File: src/rtl/core/rhc_pkg.sv
// Shared command codes for the reference-counted handle cache.
package rhc_pkg;

	typedef enum logic [1:0] {
		CMD_RETAIN   = 2'd0,
		CMD_RELEASE  = 2'd1,
		CMD_CONTAINS = 2'd2,
		CMD_DRAIN    = 2'd3
	} cmd_t;

endpackage

File: src/rtl/core/rhc_ram.sv
// Generic single-write, single-read RAM with registered read data.
module rhc_ram #(
	parameter int WIDTH = 32,
	parameter int DEPTH = 16
) (
	input  logic                                  clk,
	input  logic                                  we,
	input  logic [(DEPTH > 1 ? $clog2(DEPTH) : 1)-1:0] waddr,
	input  logic [WIDTH-1:0]                      wdata,
	input  logic [(DEPTH > 1 ? $clog2(DEPTH) : 1)-1:0] raddr,
	output logic [WIDTH-1:0]                      rdata
);

	logic [WIDTH-1:0] mem_q [DEPTH];

	always_ff @(posedge clk) begin
		if (we) begin
			mem_q[waddr] <= wdata;
		end
		rdata <= mem_q[raddr];
	end

endmodule

File: src/rtl/core/refcounted_handle_cache_top.sv
// Reference-counted handle table keyed by surface, with sequential lookup and compaction.
//
//   channel | direction | handshake          | payload
//   --------+-----------+--------------------+--------------------------------------------
//   in      | to block  | in_valid/in_stall  | cmd, surface_key, filter_sel, handle_in
//   out     | from blk  | out_valid/out_stall| handle_out, match_flag, needs_upload,
//           |           |                    | status, last
//
// Retain, release, contains: entries are scanned in order through the single RAM read port
// by the shared key comparator until the key matches; when an entry is removed, the entries
// behind it move down one place. A result is held while out_stall is high.
// Drain: each used entry is read and its live handles are returned; the table ends empty.
// Reset empties the table at once (fill count cleared); no clearing pass.
// in_stall is high from acceptance until the last result of the request is taken.
module refcounted_handle_cache_top
	import rhc_pkg::*;
#(
	parameter int ENTRIES    = 16,
	parameter int COUNT_BITS = 16
) (
	input  logic        clk,
	input  logic        arst_n,
	input  logic        in_valid,
	output logic        in_stall,
	input  logic [1:0]  cmd,
	input  logic [31:0] surface_key,
	input  logic        filter_sel,
	input  logic [31:0] handle_in,
	output logic        out_valid,
	input  logic        out_stall,
	output logic [31:0] handle_out,
	output logic        match_flag,
	output logic        needs_upload,
	output logic        status,
	output logic        last
);

	localparam int IDX_W = (ENTRIES > 1) ? $clog2(ENTRIES) : 1;
	localparam int CNT_W = $clog2(ENTRIES + 1);
	localparam logic [COUNT_BITS-1:0] COUNT_MAX = '1;
	localparam logic [CNT_W-1:0] ENTRIES_C = CNT_W'(ENTRIES);

	typedef struct packed {
		logic [31:0]           key;
		logic [31:0]           h1;
		logic [COUNT_BITS-1:0] c1;
		logic [31:0]           h0;
		logic [COUNT_BITS-1:0] c0;
	} row_t;

	localparam int ROW_W = $bits(row_t);

	typedef enum logic [3:0] {
		ST_IDLE,
		ST_LOOK_RD,
		ST_LOOK_CMP,
		ST_EXEC,
		ST_COMP_RD,
		ST_COMP_WR,
		ST_DR_RD,
		ST_DR_LATCH,
		ST_DR_SLOT,
		ST_DR_NEXT,
		ST_DR_DONE,
		ST_EMIT
	} state_t;

	state_t                state_q, ret_q;
	cmd_t                  cmd_q;
	logic [31:0]           key_q, hin_q;
	logic                  flt_q;
	logic [CNT_W-1:0]      idx_q, used_q;
	logic [IDX_W-1:0]      ent_q;
	logic                  found_q, sub_q, pend_v_q;
	logic [31:0]           pend_h_q;
	row_t                  row_q;
	logic [31:0]           handle_q;
	logic                  match_q, upload_q, status_q, last_q;

	logic [CNT_W-1:0]      idx_nx;
	logic                  ram_we;
	logic [IDX_W-1:0]      ram_waddr, ram_raddr;
	logic [ROW_W-1:0]      ram_wdata, ram_rdata;
	row_t                  rd_row;

	logic [31:0]           sel_h, oth_h, dr_h;
	logic [COUNT_BITS-1:0] sel_c, wr_c;
	logic [31:0]           wr_h;
	row_t                  base_row, ex_row;
	logic                  ex_we, ex_set, ex_m, ex_u, ex_s, ex_grow, ex_compact;
	logic [IDX_W-1:0]      ex_addr;
	logic [31:0]           ex_h;

	assign idx_nx = idx_q + CNT_W'(1);
	assign rd_row = row_t'(ram_rdata);
	assign dr_h   = sub_q ? row_q.h1 : row_q.h0;

	always_comb begin
		sel_h      = flt_q ? row_q.h1 : row_q.h0;
		sel_c      = flt_q ? row_q.c1 : row_q.c0;
		oth_h      = flt_q ? row_q.h0 : row_q.h1;
		base_row   = row_q;
		wr_h       = sel_h;
		wr_c       = sel_c;
		ex_we      = 1'b0;
		ex_set     = 1'b0;
		ex_addr    = ent_q;
		ex_h       = '0;
		ex_m       = 1'b0;
		ex_u       = 1'b0;
		ex_s       = 1'b0;
		ex_grow    = 1'b0;
		ex_compact = 1'b0;
		unique case (cmd_q)
			CMD_RETAIN: begin
				if (found_q && sel_h != '0) begin
					ex_we  = 1'b1;
					ex_set = 1'b1;
					wr_c   = (sel_c == COUNT_MAX) ? sel_c : sel_c + COUNT_BITS'(1);
					ex_h   = sel_h;
				end else if (hin_q == '0) begin
					ex_h = '0;
				end else if (!found_q) begin
					if (used_q == ENTRIES_C) begin
						ex_s = 1'b1;
					end else begin
						base_row = '{key: key_q, h1: '0, c1: '0, h0: '0, c0: '0};
						ex_we    = 1'b1;
						ex_set   = 1'b1;
						ex_addr  = used_q[IDX_W-1:0];
						ex_grow  = 1'b1;
						wr_h     = hin_q;
						wr_c     = COUNT_BITS'(1);
						ex_h     = hin_q;
						ex_u     = 1'b1;
					end
				end else begin
					ex_we  = 1'b1;
					ex_set = 1'b1;
					wr_h   = hin_q;
					wr_c   = COUNT_BITS'(1);
					ex_h   = hin_q;
					ex_u   = 1'b1;
				end
			end
			CMD_RELEASE: begin
				if (found_q && sel_h == hin_q) begin
					ex_set = 1'b1;
					wr_c   = (sel_c != '0) ? sel_c - COUNT_BITS'(1) : '0;
					if (wr_c != '0) begin
						ex_we = 1'b1;
					end else begin
						wr_h = '0;
						ex_h = sel_h;
						if (oth_h == '0) begin
							ex_compact = 1'b1;
						end else begin
							ex_we = 1'b1;
						end
					end
				end
			end
			CMD_CONTAINS: begin
				ex_m = found_q && (sel_h == hin_q);
			end
			CMD_DRAIN: begin
				ex_h = '0;
			end
			default: begin
				ex_h = '0;
			end
		endcase
		ex_row = base_row;
		if (ex_set) begin
			if (flt_q) begin
				ex_row.h1 = wr_h;
				ex_row.c1 = wr_c;
			end else begin
				ex_row.h0 = wr_h;
				ex_row.c0 = wr_c;
			end
		end
	end

	always_comb begin
		ram_raddr = idx_q[IDX_W-1:0];
		if (state_q == ST_COMP_RD || state_q == ST_COMP_WR) begin
			ram_raddr = idx_nx[IDX_W-1:0];
		end
		ram_we    = (state_q == ST_EXEC && ex_we) || state_q == ST_COMP_WR;
		ram_waddr = (state_q == ST_COMP_WR) ? idx_q[IDX_W-1:0] : ex_addr;
		ram_wdata = (state_q == ST_COMP_WR) ? ram_rdata : ROW_W'(ex_row);
	end

	rhc_ram #(
		.WIDTH (ROW_W),
		.DEPTH (ENTRIES)
	) u_ram (
		.clk   (clk),
		.we    (ram_we),
		.waddr (ram_waddr),
		.wdata (ram_wdata),
		.raddr (ram_raddr),
		.rdata (ram_rdata)
	);

	always_ff @(posedge clk or negedge arst_n) begin
		if (!arst_n) begin
			state_q  <= ST_IDLE;
			ret_q    <= ST_IDLE;
			cmd_q    <= CMD_RETAIN;
			key_q    <= '0;
			hin_q    <= '0;
			flt_q    <= 1'b0;
			idx_q    <= '0;
			used_q   <= '0;
			ent_q    <= '0;
			found_q  <= 1'b0;
			sub_q    <= 1'b0;
			pend_v_q <= 1'b0;
			pend_h_q <= '0;
			row_q    <= '0;
			handle_q <= '0;
			match_q  <= 1'b0;
			upload_q <= 1'b0;
			status_q <= 1'b0;
			last_q   <= 1'b0;
		end else begin
			unique case (state_q)
				ST_IDLE: begin
					if (in_valid) begin
						cmd_q    <= cmd_t'(cmd);
						key_q    <= surface_key;
						flt_q    <= filter_sel;
						hin_q    <= handle_in;
						idx_q    <= '0;
						found_q  <= 1'b0;
						pend_v_q <= 1'b0;
						if (cmd_t'(cmd) == CMD_DRAIN) begin
							state_q <= (used_q == '0) ? ST_DR_DONE : ST_DR_RD;
						end else begin
							state_q <= (used_q == '0) ? ST_EXEC : ST_LOOK_RD;
						end
					end
				end
				ST_LOOK_RD: begin
					state_q <= ST_LOOK_CMP;
				end
				ST_LOOK_CMP: begin
					if (rd_row.key == key_q) begin
						found_q <= 1'b1;
						row_q   <= rd_row;
						ent_q   <= idx_q[IDX_W-1:0];
						state_q <= ST_EXEC;
					end else if (idx_nx == used_q) begin
						state_q <= ST_EXEC;
					end else begin
						idx_q   <= idx_nx;
						state_q <= ST_LOOK_RD;
					end
				end
				ST_EXEC: begin
					handle_q <= ex_h;
					match_q  <= ex_m;
					upload_q <= ex_u;
					status_q <= ex_s;
					last_q   <= 1'b1;
					ret_q    <= ST_IDLE;
					if (ex_grow) begin
						used_q <= used_q + CNT_W'(1);
					end
					if (ex_compact) begin
						idx_q   <= CNT_W'(ent_q);
						state_q <= ST_COMP_RD;
					end else begin
						state_q <= ST_EMIT;
					end
				end
				ST_COMP_RD: begin
					if (idx_nx >= used_q) begin
						used_q  <= used_q - CNT_W'(1);
						state_q <= ST_EMIT;
					end else begin
						state_q <= ST_COMP_WR;
					end
				end
				ST_COMP_WR: begin
					idx_q   <= idx_nx;
					state_q <= ST_COMP_RD;
				end
				ST_DR_RD: begin
					state_q <= ST_DR_LATCH;
				end
				ST_DR_LATCH: begin
					row_q   <= rd_row;
					sub_q   <= 1'b1;
					state_q <= ST_DR_SLOT;
				end
				ST_DR_SLOT: begin
					if (dr_h != '0) begin
						pend_v_q <= 1'b1;
						pend_h_q <= dr_h;
					end
					if (dr_h != '0 && pend_v_q) begin
						handle_q <= pend_h_q;
						match_q  <= 1'b0;
						upload_q <= 1'b0;
						status_q <= 1'b0;
						last_q   <= 1'b0;
						ret_q    <= ST_DR_NEXT;
						state_q  <= ST_EMIT;
					end else begin
						state_q <= ST_DR_NEXT;
					end
				end
				ST_DR_NEXT: begin
					if (sub_q) begin
						sub_q   <= 1'b0;
						state_q <= ST_DR_SLOT;
					end else if (idx_nx == used_q) begin
						state_q <= ST_DR_DONE;
					end else begin
						idx_q   <= idx_nx;
						state_q <= ST_DR_RD;
					end
				end
				ST_DR_DONE: begin
					handle_q <= pend_v_q ? pend_h_q : '0;
					match_q  <= 1'b0;
					upload_q <= 1'b0;
					status_q <= 1'b0;
					last_q   <= 1'b1;
					pend_v_q <= 1'b0;
					used_q   <= '0;
					ret_q    <= ST_IDLE;
					state_q  <= ST_EMIT;
				end
				ST_EMIT: begin
					if (!out_stall) begin
						state_q <= ret_q;
					end
				end
				default: begin
					state_q <= ST_IDLE;
				end
			endcase
		end
	end

	assign in_stall     = (state_q != ST_IDLE);
	assign out_valid    = (state_q == ST_EMIT);
	assign handle_out   = handle_q;
	assign match_flag   = match_q;
	assign needs_upload = upload_q;
	assign status       = status_q;
	assign last         = last_q;

endmodule

File: config.mk
export PLATFORM = sky130hd
export DESIGN_NAME = refcounted_handle_cache_top
export DESIGN_NICKNAME = d
export VERILOG_FILES = /design/src/rtl/core/rhc_pkg.sv /design/src/rtl/core/rhc_ram.sv /design/src/rtl/core/refcounted_handle_cache_top.sv
export SDC_FILE = /design/constraint.sdc
export NUM_CORES = 2
export LEC_CHECK = 0
export BUFFER_PORTS_ARGS = -buffer_cell sky130_fd_sc_hd__buf_2
export CELL_PAD_IN_SITES_DETAIL_PLACEMENT = 1
export CELL_PAD_IN_SITES_GLOBAL_PLACEMENT = 2
export CORE_MARGIN = 4
export CORE_UTILIZATION = 45
export CTS_CLUSTER_SIZE = 30
export DETAILED_ROUTE_END_ITERATION = 8
export PLACE_DENSITY_LB_ADDON = 0.1
export SLEW_MARGIN = 20
export SYNTH_ARGS = -nofsm -noshare
export SYNTH_HDL_FRONTEND = slang
export SYNTH_SLANG_ARGS = --single-unit
File: constraint.sdc
create_clock -name clk -period 38.3 [get_ports clk]
set_input_delay 9.575 -clock clk [delete_from_list [all_inputs] [get_ports clk]]
set_output_delay 9.575 -clock clk [all_outputs]
set_load 0.01 [all_outputs]
==> results.yml <==
route:
  drc: 0
  avgViaCountPerCell: 6.13
  wl_um: 280000
  ant_nets: 0
  firstDrtPassIters: 7
  vias: 52087
  drt-wirelength-per-cell_um: 33.0
  first_iter_violations: 4674
clocking:
  cts.clk_slew.worst_paths_ps: 60
  ctsHoldBuffers: 0
  postCtsResizedCells: 0
  clkLatencyLatePin_ps: 910
  cts_root_buf: "clkbuf_16"
  cts_tree: "yes"
  cts.sink_count: 2461
  numCtsBuffers: 280
  cts_setup_buffers: 0
  clock_path_buffers: 4
  h-tree-depth: 5
cells_and_area:
  layout-drive-gt1-share: 0.291
  layout.nets: 5509
  instances_no_fill: 8493
  syn_to_final_growth_pct: 14.1
power_and_ir_drop:
  p_switching_mw: 3.09
  p_total_mw: 9.47
  pwr-share-seq: 0.423
  p_int_mw: 6.38
  p_leak_nw: 37.7
  ir_drop_mv: 0.0597
  power_per_cell_area_mw_per_mm2: 84.1
  switching_share: 0.326
  power_frac_clock: 0.273
  comb_power_share: 0.304
hold_path:
  min_from: "u_ram.rdata[66]$_DFF_P_"
  hold_class: "register to register"
  whs_path_depth: 2
  hold_end: "row_q[66]$_DFFE_PN0P_"
synthesis:
  synth_edf_count: 2048
  syn-cell-area_mm2: 0.0986
  avgSynthCellArea_um2: 19.2
  syn_inst: 5136
  synth-async-reset-ratio: 0.116
  yosysSeqAreaShare: 0.722
  synth_warnings: 0
  synth_seq_cells: 2461
  yosysMostFrequentCell: "edfxtp_1"
  ys_top_cells_by_count: "edfxtp_1 (2048), mux4_2 (635), dfrtp_1 (285)"
  syn-num-nets: 5219
  yosys.area.top_type: "edfxtp_1"
  synth_ff_type: "edfxtp_1"
  ys_types: 79
  synth_top_area_share: 0.624
  netlist_top_cells_area: "edfxtp_1 (62%), mux4_2 (15%), dfrtp_1 (7.2%)"
placed_design:
  dp.cells: 7998
  portBuffers: 108
  dp.final_hpwl_um: 152000
  gp_congestion: 0.835
timing:
  fin_skew_ps: 42.8
  drv_slew: 0
  rsz0062_at_grt: "no"
  fmax_ghz: 0.0837
  period_share: 0.312
  hold_violations: 0
  slew-limit-headroom: 0.206
  post-route-min-period_ps: 11950
  tightest_slew_ps: 1180
  setup_viol: 0
  fin_setup_tns_ps: 0
global_routing:
  grtUsageMet2: 0.406
  grt_start_max_net_pins: 152
  antenna_found_initial: 8
  grt.met3_usage: 0.0326
  grt_pass1_vias: 55653
  grt-busiest-layer: "met2"
  grt_usage: 0.246
  overflow: 0
  grt_pass1_wl_um: 407000
  grt_util_met1: 0.345
die:
  dieArea_mm2: 0.227
  ioPinCount: 109
  initial_core_util: 0.453
  fp.dieW_um: 476
  coreArea_mm2: 0.218
  std_cell_rows: 171
  die_h_um: 476
worst_setup_path:
  r2r_end: "u_ram.mem_q[0][85]$_DFFE_PP_"
  rr_startpoint: "flt_q$_DFFE_PN0P_"
  crit_fanout: 19
  rrSetupSlack_ps: 30210
  r2r_cells: 12
  endpoint_kind: "output pin"
  cp.required_ps: 28720
  start_kind: "register"
  path_class: "register to output pin"
  cp.arrival_ps: 2370
outcome:
  status: "finished, final reports clean"
job:
  cap_violations: 0
-- logic make-up (layout without fill, tap and decap cells) --
logic type / after synthesis / after routing / synth area share
xor+xnor: 75 / 75 / 0.00666
simple gates: 577 / 577 / 0.0283
buf+inv: 352 / 848 / 0.0140
mux: 987 / 987 / 0.184
other cells: 0 / 7 / 0
fa+ha+maj: 12 / 12 / 0.00160
flops: 2461 / 2461 / 0.722
compound gates: 672 / 672 / 0.0431
-- how the worst max path moves through the flow --
| stage | start | end | slack, ps | depth (start not counted) |
|---|---|---|---|---|
| floorplan | flt_q$_DFFE_PN0P_ | u_ram.mem_q[4][0]$_DFFE_PP_ | 25050 | 18 |
| global placement | arst_n | sub_q$_DFFE_PN0P_ | 26150 | 3 |
| detailed placement | arst_n | sub_q$_DFFE_PN0P_ | 26120 | 3 |
| CTS | state_q[1]$_DFFE_PN0P_ | out_valid | 26270 | 3 |
| global route | state_q[1]$_DFFE_PN0P_ | out_valid | 26150 | 3 |
| finish | state_q[1]$_DFFE_PN0P_ | out_valid | 26350 | 3 |
-- placed cells by master, fill, tap and decap left out, drive strengths merged, types with 9 or more instances in the layout --
master	synthesis	final
nor3b	9	9
edfxtp	2048	2048
xnor2	59	59
a21o	11	11
a22oi	27	27
and2	13	13
bufinv	0	19
a211oi	60	60
nand4	18	18
mux2i	147	147
o221ai	11	11
a31oi	68	68
nor4	47	47
o31ai	11	11
mux2	205	205
o21ai	208	208
nor3	49	49
nand2b	11	11
a21oi	125	125
mux4	635	635
o211ai	13	13
dfrtp	285	285
inv	33	39
clkinv	0	82
o21a	27	27
buf	100	327
nand2	186	186
dfxtp	128	128
clkbuf	219	373
nor2	158	158
nand3	27	27
xor2	16	16
ha	11	11
a221oi	39	39
a21boi	27	27
-- state kept, by name, indices dropped and copies added, names as in the netlist --
signal	count
used_q	5
pend_h_q	32
pend_v_q	1
ent_q	4
u_ram.mem_q	2048
ret_q	1
key_q	32
status	1
state_q	4
match_flag	1
found_q	1
needs_upload	1
handle_out	32
hin_q	32
sub_q	1
flt_q	1
row_q	128
cmd_q	2
last	1
idx_q	5
u_ram.rdata	128
-- critical path: stages (launching register included) --
cell	delay (ps)
dfrtp_1	760
nand2_1	280
nor2_1	250
buf_2	210
-- area by class of cell --
cell class                 instances  area (um2)
antenna                            7        17.5
clock buffer                     373        7710
clock inverter                   115        1080
fill                           19337      105000
inverter                          33         124
multi-input combinational       2323       26400
sequential                      2461       71200
tap                             2854        3570
timing repair buffer             327        2410
-- routing by layer --
| layer | routed length [um] | vias up |
|---|---|---|
| li1 | - | 21677 |
| met1 | 121000 | 28514 |
| met4 | 8030 | 0 |
| met5 | 0 | - |
| met2 | 138000 | 1455 |
| met3 | 12900 | 441 |
-- metrics by stage --
stage / instance area (um2) / util / setup WS [ps] / hold slack, ps
3_5_place_dp: 104000 / 0.476 / 26120 / 465
5_1_grt: 112000 / 0.517 / 26150 / 482
4_1_cts: 112000 / 0.517 / 26270 / 473
6_report: 112000 / 0.517 / 26350 / 462
3_3_place_gp: 104000 / 0.476 / 26150 / 449
2_1_floorplan: 98600 / - / 25050 / 433
-- power by group through the flow --
stage / combinational (mW) / sequential (mW) / clock [mW]
6_report: 2.87 / 4.01 / 2.59
5_1_grt: 3.11 / 4.03 / 2.76
4_1_cts: 2.90 / 4.01 / 2.65
3_5_place_dp: 2.89 / 4.06 / 0
3_3_place_gp: 2.83 / 4.05 / 0
2_1_floorplan: 1.89 / 3.90 / 0
(Power assumes the default switching activity.)
